`src/hw/rtl/sensor_response_frame_checker_defines.svh`:
```
// assertion macros shared by the frame checker modules
// no dependencies; taken in by `include in each asserting file
`ifndef SENSOR_RESPONSE_FRAME_CHECKER_DEFINES_SVH
`define SENSOR_RESPONSE_FRAME_CHECKER_DEFINES_SVH

// property must hold in the same cycle as its trigger
`define SRFC_ASSERT_NOW(label, clk, rst_n, trig, prop) \
    label: assert property (@(posedge clk) disable iff (!rst_n) (trig) |-> (prop)) \
        else $error("frame checker assertion failed");

// property must hold in the cycle after its trigger
`define SRFC_ASSERT_NEXT(label, clk, rst_n, trig, prop) \
    label: assert property (@(posedge clk) disable iff (!rst_n) (trig) |=> (prop)) \
        else $error("frame checker assertion failed");

`endif

```
`src/hw/rtl/srfc_pkg.sv`:
```
// package for the sensor reply frame checker: widths, constants, codes, types
// no dependencies
package srfc_pkg;

    localparam int BYTE_W   = 8;
    localparam int VALUE_W  = 16;
    localparam int COUNT_W  = 4;
    localparam int CFG_IDX_W = 1;

    // byte positions within one reply frame
    localparam logic [COUNT_W-1:0] POS_START_FIRST  = 4'd0;
    localparam logic [COUNT_W-1:0] POS_START_SECOND = 4'd1;
    localparam logic [COUNT_W-1:0] POS_VALUE_HI     = 4'd2;
    localparam logic [COUNT_W-1:0] POS_VALUE_LO     = 4'd3;
    localparam logic [COUNT_W-1:0] POS_SUM_LAST     = 4'd7;
    localparam logic [COUNT_W-1:0] POS_CHECK        = 4'd8;
    localparam logic [COUNT_W-1:0] FRAME_LEN        = 4'd9;
    localparam logic [COUNT_W-1:0] COUNT_SAT        = 4'd10;

    // configuration register indexes and reset values
    localparam logic [CFG_IDX_W-1:0] CFG_START_FIRST  = 1'b0;
    localparam logic [CFG_IDX_W-1:0] CFG_START_SECOND = 1'b1;
    localparam logic [BYTE_W-1:0] START_FIRST_RST  = 8'hff;
    localparam logic [BYTE_W-1:0] START_SECOND_RST = 8'd134;

    typedef enum logic [1:0] {
        STATUS_OK      = 2'd0,
        STATUS_LENGTH  = 2'd1,
        STATUS_CONTENT = 2'd2
    } status_t;

    typedef struct packed {
        logic                 valid;
        logic [VALUE_W-1:0]   value;
        status_t              status;
    } result_t;

endpackage

```
`src/hw/rtl/srfc_frame_core.sv`:
```
// per-byte frame state: count, header match, checksum, held concentration
// depends on srfc_pkg and sensor_response_frame_checker_defines.svh
`include "sensor_response_frame_checker_defines.svh"

module srfc_frame_core (
    input  logic                        clk,
    input  logic                        rst_n,
    input  logic                        accept,
    input  logic [srfc_pkg::BYTE_W-1:0] rx_byte,
    input  logic                        burst_end,
    input  logic [srfc_pkg::BYTE_W-1:0] start_first,
    input  logic [srfc_pkg::BYTE_W-1:0] start_second,
    output srfc_pkg::result_t           result
);

    logic [srfc_pkg::COUNT_W-1:0] count_reg, count_next;
    logic [srfc_pkg::BYTE_W-1:0]  sum_reg, sum_next;
    logic                         header_good_reg, header_good_next;
    logic                         checksum_good_reg, checksum_good_next;
    logic [srfc_pkg::VALUE_W-1:0] value_reg, value_next;
    logic [srfc_pkg::BYTE_W-1:0]  check_expect;

    assign check_expect = srfc_pkg::BYTE_W'(~sum_reg + 8'd1);

    always_comb
    begin
        count_next         = count_reg;
        sum_next           = sum_reg;
        header_good_next   = header_good_reg;
        checksum_good_next = checksum_good_reg;
        value_next         = value_reg;
        result.valid       = accept && burst_end;
        result.value       = '0;
        result.status      = srfc_pkg::STATUS_OK;

        if (count_reg == srfc_pkg::POS_START_FIRST)
        begin
            header_good_next = header_good_reg && (rx_byte == start_first);
        end
        else if (count_reg inside {[srfc_pkg::POS_START_SECOND:srfc_pkg::POS_SUM_LAST]})
        begin
            if (count_reg == srfc_pkg::POS_START_SECOND)
            begin
                header_good_next = header_good_reg && (rx_byte == start_second);
            end
            sum_next = sum_reg + rx_byte;
            if (count_reg == srfc_pkg::POS_VALUE_HI)
            begin
                value_next = {rx_byte, value_reg[7:0]};
            end
            else if (count_reg == srfc_pkg::POS_VALUE_LO)
            begin
                value_next = {value_reg[15:8], rx_byte};
            end
        end
        else if (count_reg == srfc_pkg::POS_CHECK)
        begin
            checksum_good_next = (rx_byte == check_expect);
        end

        if (count_reg < srfc_pkg::COUNT_SAT)
        begin
            count_next = count_reg + 4'd1;
        end

        // length is judged before content
        if (count_next != srfc_pkg::FRAME_LEN)
        begin
            result.status = srfc_pkg::STATUS_LENGTH;
        end
        else if (header_good_next && checksum_good_next)
        begin
            result.value = value_next;
        end
        else
        begin
            result.status = srfc_pkg::STATUS_CONTENT;
        end

        // burst end returns the frame state to its reset value
        if (burst_end)
        begin
            count_next         = '0;
            sum_next           = '0;
            header_good_next   = 1'b1;
            checksum_good_next = 1'b0;
            value_next         = '0;
        end
    end

    always_ff @(posedge clk or negedge rst_n)
    begin
        if (!rst_n)
        begin
            count_reg         <= '0;
            sum_reg           <= '0;
            header_good_reg   <= 1'b1;
            checksum_good_reg <= 1'b0;
            value_reg         <= '0;
        end
        else if (accept)
        begin
            count_reg         <= count_next;
            sum_reg           <= sum_next;
            header_good_reg   <= header_good_next;
            checksum_good_reg <= checksum_good_next;
            value_reg         <= value_next;
        end
    end

    `SRFC_ASSERT_NOW(a_count_saturates, clk, rst_n, 1'b1,
        count_reg <= srfc_pkg::COUNT_SAT)
    `SRFC_ASSERT_NEXT(a_burst_end_clears_count, clk, rst_n, accept && burst_end,
        count_reg == '0 && sum_reg == '0)
    `SRFC_ASSERT_NEXT(a_burst_end_clears_flags, clk, rst_n, accept && burst_end,
        header_good_reg && !checksum_good_reg)

endmodule

```
`config.mk`:
```
export PLATFORM = sky130hd
export DESIGN_NAME = srfc_frame_core
export DESIGN_NICKNAME = d
export VERILOG_FILES = /design/src/hw/rtl/srfc_pkg.sv /design/src/hw/rtl/srfc_frame_core.sv
export VERILOG_INCLUDE_DIRS = /design/src /design/src/hw/rtl
export SDC_FILE = /design/constraint.sdc
export NUM_CORES = 1
export LEC_CHECK = 0
export BUFFER_PORTS_ARGS = -buffer_cell sky130_fd_sc_hd__buf_2
export CORE_ASPECT_RATIO = 1.5
export CORE_UTILIZATION = 28
export DETAILED_ROUTE_END_ITERATION = 8
export GPL_TIMING_DRIVEN = 0
export PLACE_DENSITY_LB_ADDON = 0.3
export SYNTH_ARGS = -nofsm -noshare
export SYNTH_HDL_FRONTEND = slang
export SYNTH_SLANG_ARGS = --single-unit
export TNS_END_PERCENT = 30
```
`constraint.sdc`:
```
create_clock -name clk -period 4 [get_ports clk]
set_input_delay 0.8 -clock clk [delete_from_list [all_inputs] [get_ports clk]]
set_output_delay 0.8 -clock clk [all_outputs]
set_load 0.1 [all_outputs]
```
**After elaboration in Yosys (flattened, before gate mapping)**

Index checks and enable logic that the tools add are counted.
W data, S select, Z words.

- Register bits: 30
- Bits of input ports: 28
- Output and inout bits: 19
- Logic and storage cells: 51

- Add/sub/neg operators: 3
- Magnitude comparators: 3
- Equal/unequal tests: 9
- Mux-type cells: 22
- Bitwise gates (word level): 1
- Reductions and logical operators: 8

Operator list:

| kind | count |
|---|---|
| $mux W16 | 6 |
| $mux W8 | 4 |
| $eq A8 B8 Y1 | 3 |
| $add A8 B1 Y8 const B | 1 |
| $add A8 B8 Y8 | 1 |
| $eq A4 B2 Y1 const B | 2 |
| $mux W1 | 8 |
| $mux W4 | 2 |
| $not A8 Y8 | 1 |
| $logic_and A1 B1 Y1 | 5 |
| $add A4 B1 Y4 const B | 1 |
| $eq A4 B1 Y1 const B | 1 |
| $eq A4 B4 Y1 const B | 1 |
| $ge A4 B1 Y1 const B | 1 |
| $le A4 B3 Y1 const B | 1 |
| $logic_not A4 Y1 | 1 |
| $lt A4 B4 Y1 const B | 1 |
| $mux W2 | 2 |
| $ne A4 B4 Y1 const B | 1 |
| $reduce_and A3 Y1 | 1 |
| $ne A2 B2 Y1 const B | 1 |
| $reduce_bool A2 Y1 | 1 |

**Logic depth before layout (Yosys ltp)**

Gate-level depths: netlist (run 1).

- Depth after elaboration: 9
- Gate-level depth with buffers: 9
- Gate-level depth less buffers: 7

**Least setup slack after synthesis (run 1)**

OpenSTA, ideal clock, no wires.

- Path kind: input to output
- Start point: input port rx_byte[3] (netlist bit)
- End point: output port result[17] (netlist bit)
- Arrival: 5022 ps
- Required time: 3200 ps
- Setup slack: -1822 ps
- Stages: 7
- Cells stage by stage: buf_6 xor2_1 xnor2_1 or4_4 o31a_1 buf_6 nor4_1

RTL lines:

| what | line | text |
|---|---|---|
| start, declared | srfc_frame_core.sv:9 | `input logic [srfc_pkg::BYTE_W-1:0] rx_byte,` |
| end, declared | srfc_frame_core.sv:13 | `output srfc_pkg::result_t result` |

==> results of run 1 <==
==> per-stage QoR <==
stage	std cells	area [µm²]
6_report	408	3220
5_1_grt	408	3220
4_1_cts	409	3190
3_5_place_dp	400	3000
3_3_place_gp	400	3000
2_1_floorplan	249	2640
==> cell usage after synthesis (all sizes together) (2+ instances only) <==
| library cell | number | share of area |
|---|---|---|
| or4 | 3 | 0.011 |
| xnor2 | 22 | 0.078 |
| nor2b | 4 | 0.010 |
| a21o | 2 | 0.0061 |
| nor2 | 6 | 0.0091 |
| dfrtp | 29 | 0.29 |
| inv | 9 | 0.014 |
| nor4 | 17 | 0.072 |
| clkbuf | 14 | 0.021 |
| nand4 | 5 | 0.013 |
| and2 | 2 | 0.0051 |
| buf | 4 | 0.019 |
| a211o | 3 | 0.011 |
| o21ai | 8 | 0.016 |
| nand3b | 2 | 0.0061 |
| o22ai | 2 | 0.0051 |
| nand2 | 5 | 0.0076 |
| mux2i | 17 | 0.069 |
| xor2 | 6 | 0.021 |
| o31ai | 3 | 0.0091 |
| o221ai | 2 | 0.0071 |
| nor3 | 7 | 0.016 |
| o21a | 2 | 0.0061 |
| a22o | 21 | 0.075 |
| nand4b | 2 | 0.0071 |
| and3 | 2 | 0.0051 |
| a31oi | 3 | 0.0076 |
| a21oi | 8 | 0.016 |
| ha | 13 | 0.066 |
| nand2b | 4 | 0.010 |
==> cell usage in the layout (no fill, tap or decap), drive strengths merged, types with 2 or more instances in the layout <==
master and instances:
a211o 3, nand3b 2, buf 49, nor2 6, nor2b 4, o31ai 3
dfrtp 29, a22o 21, ha 13, inv 9, xnor2 22, mux2i 17
nand4b 2, nand2b 4, clkbuf 19, a21o 2, nor4 17, o21a 2
o22ai 2, a31oi 3, nand4 5, a21oi 8, xor2 6, and3 2
nand2 5, or4 3, o21ai 8, nor3 7, o221ai 2, and2 2
==> repair_timing <==
action | 4_1_cts | 5_1_grt
gates resized for setup | 13 | 8
endpoints found under the setup margin | 12 | 11
pin swaps | 1 | 0
setup buffers | 1 | 0
==> per-layer routing <==
metal | vias up | GRT usage | routed length (µm)
li1 | 1051 | - | -
met1 | 1063 | 0.193 | 2900
met3 | 7 | 0.0264 | 198
met2 | 33 | 0.291 | 3750
met4 | 0 | 0.0481 | 91
met5 | - | 0 | 0
==> how the worst max path moves through the flow <==
stage | from | to | slack, ns | cells after the start
after floorplan | rx_byte[7] | result[10] | -0.33 | 7
after global placement | rx_byte[7] | result[9] | -0.34 | 8
after detailed placement | rx_byte[7] | result[9] | -0.36 | 8
after CTS | rx_byte[1] | result[9] | 0.03 | 9
after global routing | rx_byte[7] | result[10] | 0.008 | 8
final | rx_byte[7] | result[10] | 0.09 | 8
==> report_power, final <==
part	leakage [nW]	internal [mW]	switching, mW
registers	0.409	0.343	0.0623
clock network	0.0729	0.246	0.140
logic	1.12	0.234	0.349
==> worst max-delay path, cell delays in order <==
cell and delay, ns:
clkbuf_2 0.21, xor2_1 0.23, or4_1 0.43, o31ai_2 0.30, nor2_4 0.17, buf_2 0.31, nor4_4 0.31, buf_4 0.33
==> logic make-up after synthesis <==
kind of cell / after synthesis
xor+xnor: 28
simple gates: 66
mux: 17
fa+ha+maj: 14
compound gates: 67
buf+inv: 27
flops: 30
==> area by class of cell <==
type | count | area share
buffer | 17 | 0.0303
clock inverter | 2 | 0.00389
timing repair buffer | 45 | 0.0879
tap | 107 | 0.0416
sequential | 30 | 0.234
inverter | 9 | 0.0105
clock buffer | 6 | 0.0432
multi-input combinational | 192 | 0.549
==> results.cfg, run 1 <==
[outcome]
status = finished, final reports clean

[worst_setup_path]
worst_r2r_endpoint = value_reg[5]
reg2reg_depth = 7
crit-reg2reg-launch = count_reg[0]
startpoint_type = input pin
end_kind = output pin
r2r_slack_ns = 1.39
critPathKind = input pin to output pin
cp_data_arrival_time_ns = 3.11
required_ns = 3.20
path_max_fanout = 10

[yosys]
yosys_most_used_dff = dfrtp_1
ys_seq_area_frac = 0.305
yosys.area_share.xor_xnor = 0.0995
synth_edf_count = 0
synthSimpleGateAreaFrac = 0.193
synthCells = 249
synth.avg_cell_area_um2 = 9.89
ys_types = 59
ys_seq_elements = 30
syn_nets = 291
yosysWarningCount = 0
async_flop_share = 1.00
synth_top_family_by_area = compound AO/OA/AOI/OAI gates
synth_compound_area_frac = 0.204
muxShareOfSynthArea = 0.0691
synth_adder_area_share = 0.0741
synthesis.area_mm2 = 0.00246

[sta]
tns_ns = 0
drv_slew = 0
max_freq_ghz = 0.256
finalCriticalPeriod_ns = 3.91
slew_headroom = 0.228
rsz0062_at_grt = false
setup_slack_ns = 0.0876
hold_slack_ns = 0.501
hold_violations = 0
setup_violations = 0
post-route-period-util = 0.978
finClkSkew_ns = 0.00434
max_slew.worst_pin.slew_ns = 1.16

[floorplanning]
dieArea_mm2 = 0.00919
core_area_mm2 = 0.00846
rows = 41
die_w_um = 78.6
io_pins = 47
die_y_um = 117
initial_core_util = 0.291

[detailed_routing]
ant_nets = 0
vias = 2154
drt_first_pass_iters = 4
routed_via_density = 5.28
drt-wirelength-per-cell_um = 17.0
routed_wl_mm = 6.94
drc = 0
drt-initial-drc-count = 122

[final_layout]
nNetsFinal = 342
multi_input_area_mm2 = 0.00177
diodes = 0
area_growth_pct = 30.6
regArea_um2 = 752
final_util = 0.380
final_layout_size_suffix_gt1_frac = 0.279
largest_reg_flops = 16
fill_cells = 852

[clock_tree]
cts-htree-levels = 2
hold_buffers = 0
cts.sinks = 30
clockBufferDepth = 2
root_buffer = clkbuf_16
clkLatencyLatePin_ns = 0.28
cts_tree = built
clk_pin_slew_worst_paths_ns = 0.05
cts_made_buffers = 5

[global_routing]
grt_max_degree = 31
antenna_found_initial = 0
grt_pass1_vias = 2124
grt_pass1_wl_mm = 11.1
grt_usage = 0.161
grt-ovfl-total = 0

[pwr]
p_leak_nw = 1.60
p_per_area_mw_per_mm2 = 427
power_mw = 1.37
peakVddDrop_mv = 0.221

[placed_design]
dpl_worst_slack_ns = -0.359
gp_congestion = 0.773
portBuffers = 44
dp_hpwl_mm = 5.31

[worst_hold_path]
holdPathStages = 1
hp-class = flip-flop to flip-flop
holdPathEnd = value_reg[11]
hp-start = value_reg[11]

[run]
cap_violations = 0
Note: power is estimated with default switching activity, not from simulation.
==> run 2: changes to the inputs <==
CORE_UTILIZATION = 31   (was 28)
==> run 2 against run 1 <==
Power grew 9.7%. Non-clock buffer count grew 1. Clock-buffer cell count is the same. Global-route usage grew 1.2 points. Wire length shrank 3.9%. Critical path depth is the same. Clock power grew 32%. Critical path type unchanged.
==> results.cfg, run 2 (synthesis results as in run 1) <==
[outcome]
status = finished, final reports clean

[global_routing]
grt_pass1_vias = 2105
grt-ovfl-total = 0
grt_max_degree = 31
grt_usage = 0.173
antenna_found_initial = 0
grt_pass1_wl_mm = 10.9

[final_layout]
final_util = 0.428
regArea_um2 = 752
multi_input_area_mm2 = 0.00177
diodes = 0
stdcell_count = 404
final_layout_size_suffix_gt1_frac = 0.278
area_growth_pct = 33.2
layout_common_cells = buf_2 (34), dfrtp_1 (29), xnor2_1 (22)
largest_reg_flops = 16
nNetsFinal = 343
final_common_cell = buf_2
fill_cells = 760

[sta]
finClkSkew_ns = 0.00144
post-route-period-util = 0.973
setup_slack_ns = 0.106
drv_slew = 0
hold_slack_ns = 0.497
finalCriticalPeriod_ns = 3.89
slew_headroom = 0.253
setup_violations = 0
tns_ns = 0
hold_violations = 0
max_slew.worst_pin.slew_ns = 1.12
max_freq_ghz = 0.257

[detailed_routing]
vias = 2124
drt-wirelength-per-cell_um = 16.5
drt_first_pass_iters = 4
routed_via_density = 5.26
routed_wl_mm = 6.68
drc = 0
ant_nets = 0
drt-initial-drc-count = 132

[floorplanning]
initial_core_util = 0.322
die_y_um = 111
io_pins = 47
die_w_um = 74.8
rows = 39
core_area_mm2 = 0.00766
dieArea_mm2 = 0.00831

[clock_tree]
cts.sinks = 30
clkLatencyLatePin_ns = 0.28
clockBufferDepth = 2
root_buffer = clkbuf_16
clk_pin_slew_worst_paths_ns = 0.05
cts_made_buffers = 5
cts_tree = built
cts-htree-levels = 2

[placed_design]
gp_congestion = 0.796
dpl_worst_slack_ns = -0.368
post-place-cells = 395
portBuffers = 44
dp_hpwl_mm = 5.09

[pwr]
p_per_area_mw_per_mm2 = 460
clkPwrFrac = 0.338
p_leak_nw = 1.63
power.switching_mw = 0.551
internal_power_mw = 0.956
peakVddDrop_mv = 0.304
combPwrFrac = 0.394
power_frac_seq = 0.268
netSwitchingFraction = 0.366

[worst_setup_path]
required_ns = 3.20
startpoint_type = input pin
end_kind = output pin
path_max_fanout = 8
critPathKind = input pin to output pin
cp_data_arrival_time_ns = 3.09

[run]
cap_violations = 0

[worst_hold_path]
hp-class = flip-flop to flip-flop
run 2: worst max-delay path, cell delays in order:
cell      delay, ns
buf_2          0.11
clkbuf_1       0.44
xor2_1         0.13
or4_4          0.44
o31a_1         0.27
buf_6          0.17
nor4_4         0.26
buf_2          0.46
run 2: area by class of cell:
cell class                      count  area share
Buffer                             18      0.0317
Clock buffer                        6      0.0423
Clock inverter                      2      0.0183
Inverter                            9      0.0103
Multi-Input combinational cell    192       0.541
Sequential cell                    30       0.229
Tap cell                          102      0.0389
Timing Repair Buffer               45      0.0885
run 2: final timing paths:
path | from | end | slack (ns) | depth (start not counted)
setup / recovery | rx_byte[1] | result[5] | 0.11 | 8
hold / removal | value_reg[8] | value_reg[8] | 0.50 | 1
max in group asynchronous | rst_n | value_reg[15] | 3.00 | 1
hold reg to reg | value_reg[8] | value_reg[8] | 0.50 | 1
setup reg to reg | count_reg[0] | value_reg[13] | 1.41 | 6
min in group asynchronous | rst_n | sum_reg[1] | 0.56 | 1
run 2: metal layers:
| layer | share of wire | global-route usage |
|---|---|---|
| met5 | 0 | 0 |
| met4 | 0.011 | 0.0415 |
| met3 | 0.020 | 0.0191 |
| met2 | 0.54 | 0.305 |
| met1 | 0.43 | 0.218 |
run 2: power groups by stage:
| stage | clock, mW | combinational, mW | sequential [mW] |
|---|---|---|---|
| floorplan | 0 | 0.467 | 0.391 |
| global placement | 0 | 0.569 | 0.406 |
| detailed placement | 0 | 0.576 | 0.408 |
| CTS | 0.511 | 0.588 | 0.403 |
| global route | 0.525 | 0.663 | 0.415 |
| finish | 0.510 | 0.594 | 0.405 |
run 2: through the flow:
step / total power, mW / instance area [µm²]
floorplan: 0.858 / 2640
detailed placement: 0.984 / 2990
finish: 1.51 / 3280
global route: 1.60 / 3280
CTS: 1.50 / 3230
global placement: 0.975 / 2990
run 2: repair_timing:
action,4_1_cts,5_1_grt
setup buffers,1,0
pin swaps,1,0
hold buffers,0,0
gates resized for setup,13,12
endpoints found under the setup margin,15,10
